==> src/hdl/cvl_pkg.sv <==
// shared types and constants of the compacting value list
package cvl_pkg;

    localparam int DEPTH_DEF = 64;
    localparam int VALUE_W   = 32;
    localparam int POS_W     = 6;
    localparam int ECNT_W    = 7;

    // operation codes
    localparam logic [1:0] OP_APPEND = 2'd0;
    localparam logic [1:0] OP_REMOVE = 2'd1;
    localparam logic [1:0] OP_READ   = 2'd2;

    // status codes
    localparam logic [1:0] ST_OK        = 2'd0;
    localparam logic [1:0] ST_NOT_FOUND = 2'd1;
    localparam logic [1:0] ST_BAD_POS   = 2'd2;
    localparam logic [1:0] ST_FULL      = 2'd3;

    typedef struct packed {
        logic [1:0]                op;
        logic signed [VALUE_W-1:0] value;
        logic [POS_W-1:0]          position;
    } in_item_t;

    typedef struct packed {
        logic signed [VALUE_W-1:0] read_value;
        logic [1:0]                status;
        logic [ECNT_W-1:0]         element_count;
    } out_item_t;

    // command broadcast to every cell
    typedef struct packed {
        logic               append;
        logic               remove;
        logic [VALUE_W-1:0] value;
    } cell_cmd_t;

endpackage

==> src/hdl/cvl_stream_if.sv <==
// valid/ready stream channel carrying one item
interface cvl_stream_if #(
    parameter type payload_t = logic
);
    logic     valid;
    logic     ready;
    payload_t payload;

    modport source (
        output valid,
        output payload,
        input  ready
    );

    modport sink (
        input  valid,
        input  payload,
        output ready
    );
endinterface

==> src/hdl/compacting_value_list_core.sv <==
// top level of the compacting value list: cell row, count and result register
//
// in_ch takes one item per cycle: op (append, remove first match, read
// position), value and position. out_ch gives one result item for each
// accepted item: read_value, status and element_count after the operation.
// The result sits in an output register the cycle after the item is
// accepted. Throughput is one item per cycle while out_ch takes each result;
// the cycle is set by the row of cells, where every cell compares its entry
// against the value and a found flag ripples along the row so that all cells
// from the first match onwards shift down at the same edge.
// While a result waits, in_ch.ready stays high as long as out_ch.ready is
// high in the same cycle; a stalled receiver holds the result and stops new
// items until it is taken.
// Reset (rst_n low, asynchronous) empties the list and drops any pending
// result; entries themselves are not cleared, only count marks them valid.
// An append to a full list is dropped and reported as full.
module compacting_value_list_core #(
    parameter int DEPTH = cvl_pkg::DEPTH_DEF
) (
    input  logic         clk,
    input  logic         rst_n,
    cvl_stream_if.sink   in_ch,
    cvl_stream_if.source out_ch
);
    import cvl_pkg::*;

    localparam int CNT_W = $clog2(DEPTH + 1);
    localparam int IDX_W = $clog2(DEPTH);
    localparam int CMP_W = (CNT_W > POS_W) ? CNT_W : POS_W;

    logic [CNT_W-1:0]   count_reg;
    logic [CNT_W-1:0]   count_next;
    logic               out_valid_reg;
    logic               out_valid_next;
    out_item_t          out_item_reg;
    out_item_t          out_item_next;

    in_item_t           item;
    logic               in_accept;
    cell_cmd_t          cmd;
    logic [VALUE_W-1:0] cell_data [DEPTH];
    logic [DEPTH-1:0]   found_chain;
    logic               found;
    logic [CMP_W-1:0]   pos_ext;
    logic [CMP_W-1:0]   count_ext;
    logic [IDX_W-1:0]   rd_idx;

    assign item      = in_ch.payload;
    assign in_ch.ready = !out_valid_reg || out_ch.ready;
    assign in_accept = in_ch.valid && in_ch.ready;

    assign cmd.append = in_accept && (item.op == OP_APPEND);
    assign cmd.remove = in_accept && (item.op == OP_REMOVE);
    assign cmd.value  = item.value;

    genvar gi;
    generate
        for (gi = 0; gi < DEPTH; gi++)
        begin : g_cell
            logic [VALUE_W-1:0] right;
            logic               fin;

            if (gi == DEPTH - 1)
            begin : g_last
                assign right = cell_data[gi];
            end
            else
            begin : g_mid
                assign right = cell_data[gi+1];
            end

            if (gi == 0)
            begin : g_first
                assign fin = 1'b0;
            end
            else
            begin : g_next
                assign fin = found_chain[gi-1];
            end

            cvl_cell #(
                .IDX   (gi),
                .CNT_W (CNT_W)
            ) u_cell (
                .clk        (clk),
                .cmd        (cmd),
                .count      (count_reg),
                .right_data (right),
                .found_in   (fin),
                .data       (cell_data[gi]),
                .found_out  (found_chain[gi])
            );
        end
    endgenerate

    assign found     = found_chain[DEPTH-1];
    assign pos_ext   = CMP_W'(item.position);
    assign count_ext = CMP_W'(count_reg);
    assign rd_idx    = pos_ext[IDX_W-1:0];

    always_comb
    begin
        count_next               = count_reg;
        out_item_next.read_value = '0;
        out_item_next.status     = ST_OK;
        case (item.op)
            OP_APPEND:
            begin
                if (count_reg == CNT_W'(DEPTH))
                begin
                    out_item_next.status = ST_FULL;
                end
                else
                begin
                    count_next = count_reg + CNT_W'(1);
                end
            end
            OP_REMOVE:
            begin
                if (found)
                begin
                    count_next = count_reg - CNT_W'(1);
                end
                else
                begin
                    out_item_next.status = ST_NOT_FOUND;
                end
            end
            OP_READ:
            begin
                if (pos_ext < count_ext)
                begin
                    out_item_next.read_value = cell_data[rd_idx];
                end
                else
                begin
                    out_item_next.read_value = '1;
                    out_item_next.status     = ST_BAD_POS;
                end
            end
            default:
            begin
                count_next = count_reg;
            end
        endcase
        out_item_next.element_count = ECNT_W'(count_next);
    end

    always_comb
    begin
        out_valid_next = out_valid_reg;
        if (in_accept)
        begin
            out_valid_next = 1'b1;
        end
        else if (out_ch.ready)
        begin
            out_valid_next = 1'b0;
        end
    end

    always_ff @(posedge clk or negedge rst_n)
    begin
        if (!rst_n)
        begin
            count_reg     <= '0;
            out_valid_reg <= 1'b0;
        end
        else
        begin
            out_valid_reg <= out_valid_next;
            if (in_accept)
            begin
                count_reg <= count_next;
            end
        end
    end

    always_ff @(posedge clk)
    begin
        if (in_accept)
        begin
            out_item_reg <= out_item_next;
        end
    end

    assign out_ch.valid   = out_valid_reg;
    assign out_ch.payload = out_item_reg;

`ifndef SYNTH
    a_count_bound: assert property (@(posedge clk) disable iff (!rst_n)
        count_reg <= CNT_W'(DEPTH))
        else $error("list count beyond depth");

    a_append_grows: assert property (@(posedge clk) disable iff (!rst_n)
        (in_accept && item.op == OP_APPEND && count_reg != CNT_W'(DEPTH))
        |=> count_reg == CNT_W'($past(count_reg) + 1'b1))
        else $error("append did not grow the list");

    a_result_follows: assert property (@(posedge clk) disable iff (!rst_n)
        in_accept |=> out_valid_reg)
        else $error("accepted item gave no result");

    a_count_idle: assert property (@(posedge clk) disable iff (!rst_n)
        !in_accept |=> $stable(count_reg))
        else $error("count changed without an item");
`endif
endmodule

==> src/hdl/cvl_cell.sv <==
// one list cell: holds a single entry, matches and shifts down on remove
module cvl_cell #(
    parameter int IDX   = 0,
    parameter int CNT_W = 7
) (
    input  logic                      clk,
    input  cvl_pkg::cell_cmd_t        cmd,
    input  logic [CNT_W-1:0]          count,
    input  logic [cvl_pkg::VALUE_W-1:0] right_data,
    input  logic                      found_in,
    output logic [cvl_pkg::VALUE_W-1:0] data,
    output logic                      found_out
);
    import cvl_pkg::*;

    logic [VALUE_W-1:0] data_reg;
    logic [VALUE_W-1:0] data_next;
    logic               occupied;
    logic               tail;
    logic               match;

    assign occupied  = count > CNT_W'(IDX);
    assign tail      = count == CNT_W'(IDX);
    assign match     = occupied && (data_reg == cmd.value);
    // set from the first matching cell onwards
    assign found_out = found_in | match;

    always_comb
    begin
        data_next = data_reg;
        if (cmd.append && tail)
        begin
            data_next = cmd.value;
        end
        else if (cmd.remove && found_out)
        begin
            data_next = right_data;
        end
    end

    always_ff @(posedge clk)
    begin
        data_reg <= data_next;
    end

    assign data = data_reg;
endmodule
==> src/flat_wrapper.sv <==
// flat-port wrapper written by rule: the top's interface ports become plain ports
module compacting_value_list_core_flat import cvl_pkg::*;
#(
    parameter int DEPTH = cvl_pkg::DEPTH_DEF
)
  (clk, rst_n, in_ch_valid, in_ch_payload, in_ch_ready, out_ch_valid, out_ch_payload, out_ch_ready);
  cvl_stream_if in_ch_i ();
  cvl_stream_if out_ch_i ();
  input  logic clk;
  input  logic rst_n;
  input wire logic [$bits(in_ch_i.valid)-1:0] in_ch_valid;
  input wire logic [$bits(in_ch_i.payload)-1:0] in_ch_payload;
  output wire logic [$bits(in_ch_i.ready)-1:0] in_ch_ready;
  output wire logic [$bits(out_ch_i.valid)-1:0] out_ch_valid;
  output wire logic [$bits(out_ch_i.payload)-1:0] out_ch_payload;
  input wire logic [$bits(out_ch_i.ready)-1:0] out_ch_ready;
  assign in_ch_i.valid = in_ch_valid;
  assign in_ch_i.payload = in_ch_payload;
  assign in_ch_ready = in_ch_i.ready;
  assign out_ch_valid = out_ch_i.valid;
  assign out_ch_payload = out_ch_i.payload;
  assign out_ch_i.ready = out_ch_ready;
  compacting_value_list_core #(.DEPTH(DEPTH)) u_core (.clk(clk), .rst_n(rst_n), .in_ch(in_ch_i), .out_ch(out_ch_i));
endmodule
==> config.mk <==
export PLATFORM = sky130hd
export DESIGN_NAME = compacting_value_list_core_flat
export DESIGN_NICKNAME = d
export VERILOG_FILES = /design/src/hdl/cvl_pkg.sv /design/src/hdl/cvl_stream_if.sv /design/src/hdl/compacting_value_list_core.sv /design/src/hdl/cvl_cell.sv /design/src/flat_wrapper.sv
export SDC_FILE = /design/constraint.sdc
export NUM_CORES = 1
export LEC_CHECK = 0
export ABC_AREA = 1
export CORE_AREA = 2 2 39 41
export CTS_CLUSTER_SIZE = 20
export DETAILED_ROUTE_END_ITERATION = 10
export DIE_AREA = 0 0 41 43
export DONT_BUFFER_PORTS = 1
export GPL_TIMING_DRIVEN = 0
export HOLD_SLACK_MARGIN = 0.12
export SKIP_LAST_GASP = 1
export SLEW_MARGIN = 30
export SYNTH_ARGS = -nofsm -noshare
export SYNTH_HDL_FRONTEND = slang
export SYNTH_SLANG_ARGS = --single-unit
==> constraint.sdc <==
create_clock -name clk -period 2 [get_ports clk]
set_input_delay 0.2 -clock clk [delete_from_list [all_inputs] [get_ports clk]]
set_output_delay 0.2 -clock clk [all_outputs]
set_load 0.005 [all_outputs]
==> flow_summary.ini, run 1 <==
[clock_network]
clk_latency_ns = 0.27
cts_max_path_buffers = 2
cts_tree = yes
cts_setup_buffers = 0
clk_pin_slew_ns = 0.07
cts_hold_buf = 2
cts-root-buf = clkbuf_4
h-tree-depth = 1
cts_buffers = 3
cts_resized = 0
clkSinkCount = 9

[sta]
final.setup.tns_ns = 0
slew_headroom_pct = 74.4
period_needed_ns = 1.34
tightest_slew_ns = 0.382
fin_crit_sh_pct = 67.2
rsz0062_at_grt = false
fin_hold_ws_ns = 0.137
timing.fmax_mhz = 744
slew_viol_final = 0
hold_viol_final = 0
skew_ns = 0.00733
setup_viol = 0

[place]
io_buffers = 0
gp_congestion = 0.692
dp_hpwl_um = 609

[synth]
ys_seq_area_share_pct = 44.9
synth_edf_count = 1
syn_avg_cell_area_um2 = 8.69
yosys.area.top_type_share_pct = 39.0
synth_common_cells = nand2_1 (22), dfrtp_1 (8), inv_1 (6)
syn_inst = 59
yosysUniqueCellTypes = 16
syn-num-nets = 66
yosysTopAreaCell = dfrtp_1
synth_flop_cell = dfrtp_1
ys_seq_elements = 9
yosysMostFrequentCell = nand2_1
ys_warn_count = 0
syn_area_um2 = 513
synth_area_leaders = dfrtp_1 (39%), nand2_1 (16%), edfxtp_1 (5.9%), xnor2_1 (5.1%), ha_1 (4.9%)
async_flop_share_pct = 88.9

[worst_setup_path]
start_kind = flop
path_max_fanout = 6
end_kind = flop
worst-setup-path-type = reg -> reg
worstPathRequired_ns = 2.02
arrival_ns = 1.36

[finish]
fillers = 136
area_growth_pct = 13.2
diodes = 0
nNetsFinal = 73
utilization_pct = 42.0
layout-drive-gt1-share_pct = 20.0

[floorplanning]
ioPinCount = 8
core-area_um2 = 1380
dieArea_um2 = 1760
chipHeight_um = 43
start_util_pct = 37.1
fp-row-count = 14
fp.dieW_um = 41

[power_and_ir_drop]
leakagePower_nw = 0.270
ir_worst_vdd_mv = 0.457
pwr-share-seq_pct = 49.6
power.density_nw_per_um2 = 1020
p_int_w = 0.000376
power.switching_w = 0.000214
power.share.combinational_pct = 25.7
clkPwrFrac_pct = 24.6
p_sw_share_pct = 36.3

[global_routing]
overflow = 0
grt.total_usage_pct = 13.1
grt_pass1_vias = 328
grt_pass1_wl_mm = 1.42
grt_max_degree = 9
antenna_found_initial = 0

[drt]
drt-wirelength-per-cell_um = 10.0
post_drt_via_cell_ratio = 4.58
vias = 371
first_pass_iters = 3
wl_um = 812
drt_iter0_markers = 3
post-route-drc-count = 0
antenna_left = 0

[hold_path]
hold_class = in -> reg

[job]
drv_cap = 0

[outcome]
status = complete, no violations
-- layout by cell type (no fill, tap or decap), types with 2 or more instances in the layout --
cell,count
nand3_1,4
nand4_1,2
clkbuf_4,3
dlygate4sd3_1,2
nand2_1,22
inv_1,6
ha_1,2
nor2_2,4
xnor2_1,3
dfrtp_1,8
-- routing by layer --
layer | global-route usage [%] | wire length, um | part of all wire, %
met1 | 17.6 | 405 | 50
met2 | 14.4 | 353 | 43
met3 | 7.85 | 42 | 5.2
met4 | 10.0 | 10 | 1.2
met5 | 0 | 0 | 0
-- sequential cells by signal, summed over array words and instances (netlist names) --
signal	flops
u_core.out_ch.valid	1
u_core.count_ext	7
u_core.out_ch.payload	1
-- power groups by stage --
stage,clock [W],sequential (W),combinational [W]
4_1_cts,0.000152,0.000294,0.000155
3_3_place_gp,0,0.000296,0.000143
6_report,0.000145,0.000293,0.000152
2_1_floorplan,0,0.000285,0.000129
5_1_grt,0.000166,0.000304,0.000175
3_5_place_dp,0,0.000297,0.000148
-- area by class of cell --
type	instances	area, um^2	area share [%]
clock buffers	3	22.5	3.88
clock inverters	1	5.00	0.862
inverters	8	32.5	5.60
multi-input cells	42	250	43.1
flip-flops and latches	9	230	39.7
well taps	16	20.0	3.45
repair buffers	2	20.0	3.45
-- logic make-up after synthesis --
logic type,synth area share (%)
fa+ha+maj,4.88
compound gates,4.15
xor+xnor,6.83
flops,44.9
buf+inv,6.34
simple gates,32.9
-- critical path, stage by stage, from the launching register on --
cell and delay [ns]:
dfrtp_1 0.44, inv_1 0.10, ha_1 0.16, nand2_1 0.05
inv_1 0.08, nand3_4 0.11, xor2_1 0.16
-- per-stage QoR --
| stage | instance area [um^2] | total power, W | instances | setup slack (ns) |
|---|---|---|---|---|
| 6_report | 581 | 0.000590 | 81 | 0.656 |
| 4_1_cts | 581 | 0.000601 | 81 | 0.647 |
| 2_1_floorplan | 513 | 0.000414 | 59 | 0.758 |
| 3_5_place_dp | 533 | 0.000444 | 75 | 0.659 |
| 5_1_grt | 581 | 0.000646 | 81 | 0.565 |
| 3_3_place_gp | 533 | 0.000439 | 75 | 0.687 |
-- worst paths after layout --
| path | from | endpoint | slack [ns] | cells after the start |
|---|---|---|---|---|
| max in group asynchronous | rst_n | u_core.count_ext[3] | 1.44 | 1 |
| min | out_ch_ready | u_core.out_ch.valid | 0.14 | 3 |
| max reg2reg | u_core.count_ext[0] | u_core.out_ch.payload | 0.66 | 6 |
| min in group asynchronous | rst_n | u_core.count_ext[6] | 0.28 | 1 |
| min reg2reg | u_core.count_ext[6] | u_core.count_ext[6] | 0.51 | 2 |
| max | u_core.count_ext[0] | u_core.out_ch.payload | 0.66 | 6 |
No activity file was read; power rests on OpenSTA's default activity.
==> run 2: changes to the inputs <==
==> constraint.sdc (replaced) <==
create_clock -name clk -period 1.3 [get_ports clk]
set_input_delay 0.13 -clock clk [delete_from_list [all_inputs] [get_ports clk]]
set_output_delay 0.13 -clock clk [all_outputs]
set_load 0.005 [all_outputs]
==> flow_summary.ini, run 2 (synthesis gave the netlist of run 1 again) <==
[floorplanning]
fp.dieW_um = 41
dieArea_um2 = 1760
fp-row-count = 14
chipHeight_um = 43
core-area_um2 = 1380
start_util_pct = 37.1
ioPinCount = 8

[global_routing]
grt_max_degree = 9
grt_pass1_wl_mm = 1.52
grt_pass1_vias = 360
antenna_found_initial = 0
grt.total_usage_pct = 13.8
overflow = 0

[drt]
antenna_left = 0
post_drt_via_cell_ratio = 4.62
drt_iter0_markers = 1
wl_um = 966
vias = 402
drt-wirelength-per-cell_um = 11.1
first_pass_iters = 2
post-route-drc-count = 0

[sta]
finalWorstSetupSlack_ns = 0.0225
fin_crit_sh_pct = 98.3
final.setup.tns_ns = 0
period_needed_ns = 1.28
hold_viol_final = 0
slew_viol_final = 0
rsz0062_at_grt = true
tightest_slew_ns = 0.392
setup_viol = 0
slew_headroom_pct = 73.8
skew_ns = 0.00764
timing.fmax_mhz = 783

[power_and_ir_drop]
power_w = 0.00100
power.density_nw_per_um2 = 1530
leakagePower_nw = 0.292
ir_worst_vdd_mv = 0.798

[worst_setup_path]
end_kind = flop
cpPeakStageDelay_ns = 0.41
cp_slowest_cell = dfrtp_1
arrival_ns = 1.30
worstRegToRegCells = 6
cp_cell_sequence = inv_1 -> ha_2 -> nand2_2 -> inv_2 -> nand3_4 -> xor2_1
regToRegEndpoint = u_core.out_ch.payload
worst-setup-path-type = reg -> reg
path_max_fanout = 5
start_kind = flop
rrSetupSlack_ns = 0.02
r2r_start = u_core.count_ext[1]
worstPathRequired_ns = 1.32

[clock_network]
cts_tree = yes
clkSinkCount = 9
h-tree-depth = 1
cts_buffers = 3
clk_latency_ns = 0.26
clk_pin_slew_ns = 0.07
cts_max_path_buffers = 2
cts-root-buf = clkbuf_4

[outcome]
status = complete, no violations

[place]
dpl.cell_count = 75
place_ws_ns = -0.0414
dp_hpwl_um = 609
postPlaceCellArea_um2 = 533
gp_congestion = 0.692
io_buffers = 0

[finish]
layout-drive-gt1-share_pct = 36.6
design_area_um2 = 654
final_common_cell = nand2_1
largest_reg_flops = 7
final_cell_mix = nand2_1 (20), dfrtp_1 (7), buf_4 (5), inv_1 (4), nor2_2 (4)
diodes = 0
fin_cells = 87
nNetsFinal = 79
area_growth_pct = 27.6

[hold_path]
hp-start = out_ch_ready
hold_class = in -> reg
holdPathEnd = u_core.out_ch.payload
hold_path_depth = 2

[job]
drv_cap = 0
[run 2: how the worst max path moves through the flow]
| stage | startpoint | endpoint | slack, ns | cells past startpoint |
|---|---|---|---|---|
| 4_1_cts | u_core.count_ext[0] | u_core.out_ch.payload | 0.01 | 6 |
| 2_1_floorplan | u_core.count_ext[0] | u_core.out_ch.payload | 0.06 | 6 |
| 3_5_place_dp | u_core.count_ext[0] | u_core.out_ch.payload | -0.04 | 6 |
| 3_3_place_gp | u_core.count_ext[0] | u_core.out_ch.payload | -0.01 | 6 |
| 6_report | u_core.count_ext[1] | u_core.out_ch.payload | 0.02 | 6 |
| 5_1_grt | u_core.count_ext[1] | u_core.count_ext[3] | -0.07 | 9 |
[run 2: worst max-delay path: cells and delay by family (launching register included)]
kind,cells,cell delay (ns)
flip-flops,1,0.41
adder cells (fa/ha/maj),1,0.18
XOR/XNOR,1,0.16
buffers and inverters,2,0.14
AND/OR/NAND/NOR,2,0.14
[run 2: area by class of cell]
type | count | area [um^2]
tap | 16 | 20.0
fill | 137 | 729
inverter | 8 | 32.5
clock buffer | 3 | 22.5
sequential | 9 | 231
timing repair buffer | 8 | 67.6
clock inverter | 1 | 5.00
multi-input combinational | 42 | 275
[run 2: layer usage]
layer / vias to the layer above / track usage (%) / wire length [um] / part of all wire, %
met5: - / 0 / 0 / 0
met4: 0 / 10.0 / 9 / 0.93
met3: 2 / 7.85 / 34 / 3.5
met2: 6 / 16.6 / 488 / 51
met1: 186 / 17.6 / 434 / 45
li1: 208 / - / - / -
[run 2: through the flow]
step                      hold WS [ns]  util (%)
final                            0.188      47.3
after global routing             0.186      47.3
after CTS                        0.162      43.8
after detailed placement        -0.165      38.5
after global placement          -0.165      38.5
after floorplan                 -0.166         -
[run 2: where the power goes]
group	leakage [nW]	switching [W]	internal, W	total (W)
sequential	0.111	0.000100	0.000356	0.000456
clock	0.0177	0.000107	0.000114	0.000220
combinational	0.163	0.000166	0.000161	0.000327
total	0.292	0.000373	0.000630	0.00100
[run 2: repair_timing]
action | CTS | global route
pin swaps | 0 | 3
gates resized for setup | 0 | 9
buffers inserted | 2 | 3
endpoints found under the hold margin | 9 | 0
hold buffers | 3 | 0
setup endpoints to repair | 5 | 7
